## src/hw/rtl/pfp_pkg.sv

```systemverilog
// ----------------------------------------------------------------------------
// pfp_pkg
// Shared types and constants for the postorder-from-trace block.
// ----------------------------------------------------------------------------
package pfp_pkg;

  localparam int STACK_DEPTH = 32;
  localparam int CNT_W       = $clog2(STACK_DEPTH + 1);
  localparam int VAL_W       = 16;

  localparam logic [1:0] MODE_PUSH   = 2'd0;
  localparam logic [1:0] MODE_POP    = 2'd1;
  localparam logic [1:0] MODE_FINISH = 2'd2;

  typedef struct packed {
    logic [1:0]       mode;
    logic [VAL_W-1:0] node_value_in;
  } in_word_t;

  typedef struct packed {
    logic [VAL_W-1:0] node_value;
    logic             last_of_run;
  } out_word_t;

  typedef struct packed {
    logic [VAL_W-1:0] value;
    logic             mark;
  } entry_t;

  typedef struct packed {
    logic push;
    logic pop;
    logic set_mark;
  } shift_cmd_t;

  typedef enum logic [1:0] {
    ST_IDLE,
    ST_POP,
    ST_FLUSH
  } state_t;

endpackage

```

## src/hw/rtl/postorder_from_push_pop_trace.sv

```systemverilog
// Push: accepted while idle and stays ready; pop and finish hold in_ready low.
// Pop with k marked entries on top: k results at one per cycle while the output
// is not stalled, then the new top is marked. Finish on n entries: n results.
// Rate is set by the stack cell row, which shifts one slot per cycle unless stalled.
// Reset clears the control state and entry count; the cells are not cleared.
// ----------------------------------------------------------------------------
// postorder_from_push_pop_trace
// Turns an inorder push/pop trace into postorder node values using a
// shifting stack of marked entries.
// ----------------------------------------------------------------------------
module postorder_from_push_pop_trace
  import pfp_pkg::*;
(
  input  logic      clk,
  input  logic      rst,
  input  logic      in_valid,
  output logic      in_ready,
  input  in_word_t  in_data,
  output logic      out_valid,
  input  logic      out_ready,
  output out_word_t out_data
);

  state_t           state, state_next;
  logic [CNT_W-1:0] count, count_next;
  shift_cmd_t       cmd;
  entry_t           top, second;
  logic             accept, can_emit, emit, last;

  assign in_ready = (state == ST_IDLE);
  assign accept   = in_valid && in_ready;
  assign can_emit = !out_valid || out_ready;

  pfp_chain u_chain (
    .clk        (clk),
    .cmd        (cmd),
    .push_value (in_data.node_value_in),
    .top        (top),
    .second     (second)
  );

  // next state
  always_comb begin
    state_next = state;
    unique case (state)
      ST_IDLE: begin
        if (accept) begin
          if (in_data.mode == MODE_POP) begin
            state_next = ST_POP;
          end else if (in_data.mode == MODE_FINISH) begin
            state_next = ST_FLUSH;
          end
        end
      end
      ST_POP: begin
        if (count == '0 || !top.mark) begin
          state_next = ST_IDLE;
        end
      end
      ST_FLUSH: begin
        if (count == '0 || (count == CNT_W'(1) && can_emit)) begin
          state_next = ST_IDLE;
        end
      end
      default: state_next = ST_IDLE;
    endcase
  end

  // outputs
  always_comb begin
    cmd  = '0;
    emit = 1'b0;
    last = 1'b0;
    unique case (state)
      ST_IDLE: begin
        if (accept && in_data.mode == MODE_PUSH && count < CNT_W'(STACK_DEPTH)) begin
          cmd.push = 1'b1;
        end
      end
      ST_POP: begin
        if (count != '0 && top.mark) begin
          if (can_emit) begin
            emit    = 1'b1;
            cmd.pop = 1'b1;
            // last unless the next entry down is marked too
            last    = !(count > CNT_W'(1) && second.mark);
          end
        end else if (count != '0) begin
          cmd.set_mark = 1'b1;
        end
      end
      ST_FLUSH: begin
        if (count != '0 && can_emit) begin
          emit    = 1'b1;
          cmd.pop = 1'b1;
          last    = (count == CNT_W'(1));
        end
      end
      default: ;
    endcase
  end

  always_comb begin
    count_next = count;
    if (cmd.push) begin
      count_next = count + CNT_W'(1);
    end else if (cmd.pop) begin
      count_next = count - CNT_W'(1);
    end
  end

  always_ff @(posedge clk) begin
    if (rst) begin
      state     <= ST_IDLE;
      count     <= '0;
      out_valid <= 1'b0;
    end else begin
      state <= state_next;
      count <= count_next;
      if (emit) begin
        out_valid <= 1'b1;
      end else if (out_ready) begin
        out_valid <= 1'b0;
      end
    end
  end

  always_ff @(posedge clk) begin
    if (emit) begin
      out_data <= '{node_value: top.value, last_of_run: last};
    end
  end

endmodule

```

## src/hw/rtl/pfp_cell.sv

```systemverilog
// ----------------------------------------------------------------------------
// pfp_cell
// One stack slot: loads from the upper neighbor on push, from the lower
// neighbor on pop, or sets its mark.
// ----------------------------------------------------------------------------
module pfp_cell
  import pfp_pkg::*;
(
  input  logic       clk,
  input  shift_cmd_t cmd,
  input  entry_t     from_above,
  input  entry_t     from_below,
  output entry_t     entry
);

  always_ff @(posedge clk) begin
    priority if (cmd.push) begin
      entry <= from_above;
    end else if (cmd.pop) begin
      entry <= from_below;
    end else if (cmd.set_mark) begin
      entry.mark <= 1'b1;
    end else begin
      entry <= entry;
    end
  end

endmodule

```

## src/hw/rtl/pfp_chain.sv

```systemverilog
// ----------------------------------------------------------------------------
// pfp_chain
// Row of stack cells; cell 0 is the top of stack.
// ----------------------------------------------------------------------------
module pfp_chain
  import pfp_pkg::*;
(
  input  logic             clk,
  input  shift_cmd_t       cmd,
  input  logic [VAL_W-1:0] push_value,
  output entry_t           top,
  output entry_t           second
);

  entry_t cells [STACK_DEPTH];

  for (genvar i = 0; i < STACK_DEPTH; i++) begin : g_cell
    entry_t     above;
    entry_t     below;
    shift_cmd_t cell_cmd;

    if (i == 0) begin : g_top
      assign above    = '{value: push_value, mark: 1'b0};
      assign cell_cmd = cmd;
    end else begin : g_mid
      assign above    = cells[i-1];
      // only the top slot is marked directly; marks reach lower slots by shifting
      assign cell_cmd = '{push: cmd.push, pop: cmd.pop, set_mark: 1'b0};
    end

    if (i == STACK_DEPTH - 1) begin : g_bot
      assign below = '0;
    end else begin : g_inner
      assign below = cells[i+1];
    end

    pfp_cell u_cell (
      .clk        (clk),
      .cmd        (cell_cmd),
      .from_above (above),
      .from_below (below),
      .entry      (cells[i])
    );
  end

  assign top    = cells[0];
  assign second = cells[1];

endmodule

```

## config.mk

```make
export PLATFORM = sky130hd
export DESIGN_NAME = postorder_from_push_pop_trace
export DESIGN_NICKNAME = d
export VERILOG_FILES = /design/src/hw/rtl/pfp_pkg.sv /design/src/hw/rtl/postorder_from_push_pop_trace.sv /design/src/hw/rtl/pfp_cell.sv /design/src/hw/rtl/pfp_chain.sv
export SDC_FILE = /design/constraint.sdc
export NUM_CORES = 1
export LEC_CHECK = 0
export BUFFER_PORTS_ARGS = -buffer_cell sky130_fd_sc_hd__buf_2
export CAP_MARGIN = 10
export CORE_ASPECT_RATIO = 1.75
export CORE_MARGIN = 1.5
export CORE_UTILIZATION = 28
export CTS_CLUSTER_DIAMETER = 50
export DETAILED_ROUTE_END_ITERATION = 6
export PLACE_DENSITY = 0.51
export SETUP_SLACK_MARGIN = 0.15
export SYNTH_ARGS = -nofsm -noshare
export SYNTH_HDL_FRONTEND = slang
export SYNTH_HIERARCHICAL = 1
export SYNTH_SLANG_ARGS = --single-unit
```

## constraint.sdc

```tcl
create_clock -name clk -period 9.9 [get_ports clk]
set_input_delay 0.495 -clock clk [delete_from_list [all_inputs] [get_ports clk]]
set_output_delay 0.495 -clock clk [all_outputs]
set_load 0.005 [all_outputs]
```

# Yosys cells after proc, flatten, opt, wreduce, memory -nomap -nowiden
# Index checks and enable logic that the tools add are counted.
totals:
  word_cells: 191
  regBits: 570
op_classes:
  n_reduce_logical: 21
  order_cmp: 2
  add_sub_neg: 2
  n_eq_ne: 9
  mux: 88
op_table:
  columns: ["op", "count"]
  rows:
  - ["2-to-1 mux 17 bit", 64]
  - ["2-to-1 mux 1 bit", 14]
  - ["2-to-1 mux 6 bit", 2]
  - ["2-to-1 mux 2 bit", 5]
  - ["logical AND 1 bit", 7]
  - ["adder 6 x 1 -> 6 bit (second input constant)", 1]
  - ["equality test 6 x 1 -> 1 bit (second input constant)", 1]
  - ["> comparator 6 x 1 -> 1 bit (second input constant)", 1]
  - ["zero test 6 bit", 1]
  - ["< comparator 6 bit (second input constant)", 1]
  - ["one-hot mux 2 bit (3 select lines)", 1]
  - ["nonzero test 2 bit", 3]
  - ["nonzero test 6 bit", 1]
  - ["subtractor 6 x 1 -> 6 bit (second input constant)", 1]
  - ["equality test 2 x 1 -> 1 bit (second input constant)", 2]
  - ["equality test 2 bit (second input constant)", 2]
  - ["zero test 2 bit", 2]
  - ["inequality test 2 bit (second input constant)", 2]
  - ["one-hot mux 1 bit (2 select lines)", 2]
  - ["AND reduction 4 bit", 1]
  - ["zero test 1 bit", 3]
  - ["logical OR 1 bit", 3]
  - ["inequality test 3 x 1 -> 1 bit (second input constant)", 1]
  - ["inequality test 2 x 1 -> 1 bit (second input constant)", 1]

# Depth between registers and ports, before layout
# Gate-level depths: netlist of the first run.
logic_depth:
  ltp_word: 7
  depth_mapped: 10
  ltp_nobuf: 7

# Modules after synthesis
# The synthesis of the first run kept the hierarchy.
modules_own_cells:
  columns: ["module", "instances", "cells_per_inst", "area_each_um2"]
  rows:
  - ["pfp_cell", 32, 45, 733.2]
  - ["postorder_from_push_pop_trace", 1, 106, 1244.9]
  - ["pfp_chain", 1, 1, 3.8]

# Worst setup path after synthesis of the first run
# OpenSTA, ideal clock, no wires.
synth_timing:
  kind: "flip-flop to flip-flop"
  startpoint: "register state[0]"
  endpoint: "register u_chain/g_cell[0].u_cell/entry[10] (netlist name) (enable)"
  path_stages_with_launch: 9
  path_buffers: 2
  synth_period_minus_slack_ns: 3.566
  t_required_ns: 9.527
  setup_slack_ns: 6.334
  arrival_time_ns: 3.194
  setup_ns: 0.373
  cell_sequence: "dfxtp_1 -> inv_1 -> ha_1 -> nand4bb_1 -> or2_2 -> clkbuf_1 -> inv_1 -> buf_2 -> or2_1"
synth_lines:
  columns: ["item", "line_no", "text"]
  rows:
  - ["start: declaration", "postorder_from_push_pop_trace.sv:24", "state_t state, state_next;"]
  - ["start signal: assignment", "postorder_from_push_pop_trace.sv:118", "state <= state_next;"]
  - ["end signal: assignment", "pfp_cell.sv:18", "entry <= from_above;"]
  - ["end signal: assignment", "pfp_cell.sv:20", "entry <= from_below;"]
  - ["end signal: assignment", "pfp_cell.sv:24", "entry <= entry;"]
  - ["end: declaration", "pfp_cell.sv:13", "output entry_t entry"]

==> run metrics, run 1 <==
Port Buf Inserts=40; met2 Use GR=21.0%; Netlist cell types=41; fmax=227 MHz; # setup viols final=0; Pre-Repair DR Iteration Count=7; most frequent cells in the layout=edfxtp_1, a22o_1, nand2_1; DP HPWL=~34000 microns; GP Congestion=between 0.7 and 0.8; vias in the first global route=14100; clock latency on the worst-skew pair=between 600 and 700 ps; Post-CTS Setup Bufs=0; post-DR wirelength/cell=17.6 microns; Worst EP arrival=between 4000 and 5000 ps; grt met1 use=12.5%; chip width=228 microns; layout cells sized above 1=12.2%; final period utilization=44.6%; worst path buffer plus inverter count=4; RSZ-0062 raised after global routing=no; CTS sink count=570; Worst path slowest cell=buf_4; relative slew slack=40.4%; initial antenna violation count=0; CTS-repair resized insts=0; Post-Route Skew=between 30 and 40 ps; Clock Pin Slew Worst Setup and Hold Paths=60 ps; H-Tree Depth=2; Worst VDD drop=160 uV; CTS tree=done; DR vias/cell=4.69; Iter 0 DRT Violations=970; clock buffer count from CTS=57; gr busiest metal=met2; synthesis-to-finish area growth=10.8%; Critical Path Max Stage Delay=approximately 760 ps; die height=396 microns; die area=0.0901 sq mm; final WL=49400 microns; primary flip-flop cell chosen by synthesis mapping=edfxtp_1; Yosys reg bits=570; cell row count=144; detailed-route DRC error count=0; met3 Usage GRT=under 10%; final setup TNS=0 ps; grt ovf=0; leakage power=9.30 nW; Post-synth EDFFs=between 500 and 600; WS Path Type=reg2reg; Initial Util=28.2%; Core Area=0.0877 sq mm; most repeated library cell on the critical path=buf_4; Worst Max-Slew Pin Slew=893 ps; syn avg cell area=around 16 sq um; crit-path leading delay family=buffers and inverters; worst-path fanout max=around 100; Hold Path Class=in2reg; Final Net Count=roughly 1600; max_cap viols=0; I/O Pins=slightly above 40; global-route wire length before repair=80500 microns; synth warn=6; clock buffer depth=3; Post-Syn Area=0.0247 sq mm; sequential area share after synthesis=roughly 69%; gr usage total=~11%; Async SR Flop Fraction=0%; Critical Path, Cell by Cell=inv_1, ha_1, nand4bb_1, or2_2, inv_8, buf_4, buf_4, or2_1; crit start category=register; Slew Viols, Final=0; crit path time final=between 4000 and 5000 ps; root buf cell=clkbuf_16; n_diodes=0; Cell Pwr Density=196 mW/mm^2; commonest non-fill, non-tap cell in the layout=edfxtp_1; final antenna-violating net count=0; largest net degree at the start of global routing=between 150 and 200; crit path capture type=register; vias after detailed routing=13200; hold buffers post-CTS=0; total power=5.36 mW; Worst Path Required=between 10000 and 15000 ps; Syn Inst Count=1547; outcome=finished, final reports clean; Final Hold Viols=0
==> flip-flops by register name (all words and copies together), names as in the netlist <==
name                         count
state                            2
u_chain/g_cell.u_cell/entry    544
count                            6
out_data                        17
out_valid                        1
==> worst register-to-register path: cells and delay by family (launching register included) <==
kind | cells | cell delay, ps
adder cells (fa/ha/maj) | 1 | 220
buffers and inverters | 4 | 2060
flip-flops | 1 | 330
AND/OR/NAND/NOR | 3 | 1430
==> final timing paths <==
check | startpoint | end | slack [ps] | cells past startpoint
worst max register to register | state[0] | u_chain/g_cell[7].u_cell/entry[1] | 5490 | 8
worst min register to register | u_chain/g_cell[0].u_cell/entry[14] | out_data[14] | 460 | 0
worst min-delay path | in_data[11] | u_chain/g_cell[0].u_cell/entry[12] | 170 | 2
worst max-delay path | state[0] | u_chain/g_cell[7].u_cell/entry[1] | 5490 | 8
==> per-stage QoR <==
| stage | util (%) | worst slack [ps] | hold WS (ps) | instances | instance area, sq um |
|---|---|---|---|---|---|
| after floorplan | - | 6330 | 426 | 1595 | 24900 |
| after global placement | 29.1 | 5530 | 442 | 2710 | 25500 |
| after detailed placement | 29.1 | 5400 | 438 | 2710 | 25500 |
| after CTS | 31.2 | 5480 | 114 | 2814 | 27400 |
| after global routing | 31.2 | 5170 | 128 | 2814 | 27400 |
| final | 31.2 | 5490 | 166 | 2814 | 27400 |
==> Yosys cell counts (4+ instances only) <==
master / n / area, sq um
o21ai_0: 35 / 175
buf_12: 32 / 641
dfxtp_1: 9 / 180
nor2_1: 9 / 33.8
buf_6: 33 / 372
or3_1: 33 / 206
inv_1: 41 / 154
a22o_1: 480 / 4200
nand3_1: 4 / 20.0
a21oi_2: 32 / 280
or2_1: 32 / 200
buf_2: 65 / 325
nor3_1: 5 / 25.0
ha_1: 6 / 75.1
nand2_1: 68 / 255
edfxtp_1: 561 / 16800
nor2b_1: 68 / 425
==> routing by layer <==
layer  routed length, microns  part of all wire, %
met5                        0                    0
met4                     1040                  2.1
met3                     1520                  3.1
met2                    27100                   55
met1                    19700                   40
==> cell families (layout without fill, tap and decap cells) <==
logic type / count (synthesis) / after routing / share of synthesized area (%)
compound gates: 560 / 560 / 19.4
xor+xnor: 1 / 1 / 0.0354
fa+ha+maj: 6 / 6 / 0.304
buf+inv: 174 / 225 / 6.09
flops: 570 / 570 / 68.9
mux: 6 / 6 / 0.263
other cells: 1 / 49 / 0.0152
simple gates: 229 / 229 / 5.02
==> power breakdown <==
part	leakage [nW]	total [mW]	switching (mW)	internal, mW
registers	5.27	2.89	0.0734	2.82
logic	3.15	0.316	0.206	0.110
clock network	0.886	2.16	0.950	1.21
==> layout make-up <==
class | count | area, sq um
multi-input combinational | 851 | 6360
clock inverter | 41 | 390
sequential | 570 | 17000
clock buffer | 63 | 1470
inverter | 42 | 168
tap | 1168 | 1460
fill | 8728 | 60400
timing repair buffer | 79 | 505
(Power assumes the default switching activity.)
==> run 2: changes to the inputs <==
- ABC_AREA: default -> 1
- PLACE_DENSITY: 0.51 -> 0.52
- clock period: 9.9 -> 3.6 ns (I/O delays scaled with it)
==> run 2 against run 1 <==
Setup slack lost 4800 ps. Fmax grew 53%. Via count grew 40%. Register-to-register slack lost 4800 ps. Sequential cell count is the same. Critical path type unchanged. Critical endpoint is now u_chain/g_cell[15].u_cell/entry[16]. Largest cell class unchanged.
==> run metrics, run 2 <==
Pre-Repair DR Iteration Count=5 (was 7); largest net degree at the start of global routing=59 (was 175); synth warn=6 (unchanged); Netlist cell types=31 (was 41); final setup TNS=0 ps (unchanged); Comb pwr share=23.4% (was 5.9%); final antenna-violating net count=0 (unchanged); commonest non-fill, non-tap cell in the layout=nand2_1 (was edfxtp_1); initial antenna violation count=1 (was 0); clock latency on the worst-skew pair=620 ps (was 640 ps); Layout Utilization=31.0% (was 31.2%); Slew Viols, Final=0 (unchanged); layout cells sized above 1=20.6% (was 12.2%); Initial Util=28.3% (was 28.2%); most frequent cells after synthesis=nand2_1, edfxtp_1, nand3_1, nand3_2, buf_6 (was edfxtp_1, a22o_1, nand2_1, nor2b_1, buf_2); Worst VDD drop=458 uV (was 160 uV); global-route wire length before repair=111000 microns (was 80500 microns); Syn Inst Count=2657 (was 1547); Synth Area in Adders=0.260% (was 0.304%); CTS-repair resized insts=0 (unchanged); grt ovf=0 (unchanged); footprint of the multi-input gates=0.00945 sq mm (was 0.00636 sq mm); gr usage total=13.5% (was 11.1%); Cell Pwr Density=663 mW/mm^2 (was 196 mW/mm^2); fmax=346 MHz (was 227 MHz); max FFs per register=544 (unchanged); Synth Area in Simple Gates=31.5% (was 5.02%); Hold Path Class=in2reg (unchanged); Power Internal=13.9 mW (was 4.13 mW); clock buffer count from CTS=52 (was 57); Critical Path, Cell by Cell=inv_1, ha_1, inv_1, nor2_1, nand3_1, inv_8, buf_12, buf_4, inv_8, nand3_1, nand2_1 (was inv_1, ha_1, nand4bb_1, or2_2, inv_8, buf_4, buf_4, or2_1); root buf cell=clkbuf_16 (unchanged); count leader, synth=nand2_1 (was edfxtp_1); post-DR wirelength/cell=17.0 microns (was 17.6 microns); crit-path leading delay family=buffers and inverters (unchanged); max_cap viols=0 (unchanged); register area=0.0170 sq mm (unchanged); I/O Pins=41 (unchanged); main combinational cell family by area after synthesis=simple AND/OR/NAND/NOR gates (was compound AO/OA/AOI/OAI gates); Post-Route Skew=31.2 ps (was 35.2 ps); Async SR Flop Fraction=0% (unchanged); # setup viols final=0 (unchanged); Worst Max-Slew Pin Slew=603 ps (was 893 ps); ranking of synthesized cells by area=edfxtp_1, nand2_1, nand3_2 (was edfxtp_1, a22o_1, buf_12); Synth Area in Compound Gates=0.365% (was 19.4%); top-area cell type share of the netlist area=58.5% (was 68.2%); CTS sink count=570 (unchanged); Final Hold Viols=0 (unchanged); vias after detailed routing=18500 (was 13200); die height=427 microns (was 396 microns); Iter 0 DRT Violations=1113 (was 970); detailed-route DRC error count=0 (unchanged); Post-Syn Area=0.0288 sq mm (was 0.0247 sq mm); primary flip-flop cell chosen by synthesis mapping=edfxtp_1 (unchanged); worst-path fanout max=53 (was 104); Post-CTS Setup Bufs=0 (unchanged); RSZ-0062 raised after global routing=no (unchanged); Post-synth EDFFs=561 (unchanged); outcome=finished, final reports clean (unchanged); final period utilization=80.3% (was 44.6%); multiplexer area fraction after synthesis=0% (was 0.263%); final WL=70300 microns (was 49400 microns); Critical Path Max Stage Delay=500 ps (was 760 ps); Net Switching=7.07 mW (was 1.23 mW); Switching Share=33.7% (was 22.9%); CTS tree=done (unchanged); Sequential Power Share=50.2% (was 53.9%); Synth Area in XOR/XNOR=0.0304% (was 0.0354%); clock power share=26.4% (was 40.2%); vias in the first global route=19500 (was 14100); crit path capture type=register (unchanged); clock buffer depth=3 (unchanged); DP HPWL=51000 microns (was 33600 microns); relative slew slack=59.7% (was 40.4%); filler instances=10700 (was 8728); GP Congestion=0.778 (was 0.712); H-Tree Depth=2 (unchanged); crit path time final=2890 ps (was 4410 ps); Worst Path Required=3960 ps (was 10150 ps); biggest regs=u_chain/g_cell.u_cell/entry: 544 flops, out_data: 17 flops, count: 6 flops (unchanged); Top reg by flops=u_chain/g_cell.u_cell/entry (unchanged); chip width=246 microns (was 228 microns); Core Area=0.102 sq mm (was 0.0877 sq mm); Final Net Count=2781 (was 1629); Worst path slowest cell=inv_8 (was buf_4); worst path buffer plus inverter count=6 (was 4); hold buffers post-CTS=21 (was 0); cell row count=155 (was 144); Worst EP arrival=3250 ps (was 4660 ps); Yosys top cell by area=edfxtp_1 (unchanged); Clock Pin Slew Worst Setup and Hold Paths=60 ps (about the same); syn avg cell area=10.8 sq um (was 16.0 sq um); die area=0.105 sq mm (was 0.0901 sq mm); leakage power=12.7 nW (was 9.30 nW); synthesis-to-finish area growth=9.72% (was 10.8%); Port Buf Inserts=40 (unchanged); crit start category=register (unchanged); WS Path Type=reg2reg (unchanged); Yosys reg bits=570 (unchanged); sequential area share after synthesis=59.1% (was 68.9%); DR vias/cell=4.49 (was 4.69); most frequent cells in the layout=nand2_1, edfxtp_1, nand3_1 (was edfxtp_1, a22o_1, nand2_1)
run 2: changes by cell type after synthesis, moves of 31 or more:
cell,previous run,this run
o21ai_0,35,4
nor2b_1,68,0
nand2_1,68,1139
buf_4,0,33
a22o_1,480,0
nand2_2,0,67
buf_2,65,0
inv_8,0,32
a21oi_2,32,1
nand3_1,4,269
nor2_1,9,43
buf_6,33,97
or3_1,33,0
nand3_2,0,256
run 2: power by group through the flow:
stage / Combinational (mW) / Clock (mW) / Sequential (mW)
global route: 5.49 / 5.94 / 10.7
global placement: 4.92 / 0 / 10.7
finish: 4.91 / 5.54 / 10.5
detailed placement: 4.99 / 0 / 10.7
floorplan: 4.03 / 0 / 10.2
CTS: 5.02 / 5.74 / 10.5
run 2: path summary, 6_finish.rpt:
kind                                      from  cells after the start                                  end  slack (ps)
max                                   state[0]                     11  u_chain/g_cell[15].u_cell/entry[16]         710
min reg2reg  u_chain/g_cell[0].u_cell/entry[2]                      0                          out_data[2]         460
max reg2reg                           state[0]                     11  u_chain/g_cell[15].u_cell/entry[16]         710
min                                   in_valid                      7                             state[0]         140
run 2: cell families (layout without fill, tap and decap cells):
family | count (synthesis) | after routing
AOI/OAI and AO/OA | 17 | 17
buffers and inverters | 243 | 334
xor gates and xnor gates | 1 | 1
other | 1 | 50
DFF | 570 | 570
and+or+nand+nor | 1819 | 1819
adders and majority gates | 6 | 6
run 2: worst reg2reg max path, cell delays in order, from the launching register on:
cell and delay (ps):
dfxtp_1 320, inv_1 90, ha_1 210, inv_1 80, nor2_1 80, nand3_1 420
inv_8 510, buf_12 340, buf_4 330, inv_8 110, nand3_1 100, nand2_1 60
run 2: metrics by stage:
stage	setup WS (ps)	cell area (sq um)	power, mW	hold WS, ps	cells
2_1_floorplan	256	29000	14.2	247	2705
3_3_place_gp	727	29800	15.6	438	4012
3_5_place_dp	688	29800	15.7	446	4012
4_1_cts	687	31600	21.3	103	4130
5_1_grt	416	31600	22.1	163	4131
6_report	708	31600	21.0	136	4131
run 2: layout make-up:
class | count | share of cell area [%]
sequential | 570 | 53.8
multi-input combinational | 1892 | 29.9
tap | 1334 | 5.28
clock buffer | 60 | 4.21
timing repair buffer | 156 | 4.03
inverter | 81 | 1.77
clock inverter | 37 | 0.981
antenna | 1 | 0.00791
run 2: layer usage:
layer,wire [microns],part of all wire (%),global-route usage (%)
met2,40800,58,27.4
met1,25700,37,13.9
met5,0,0,0
met3,1590,2.3,1.20
met4,2230,3.2,4.86
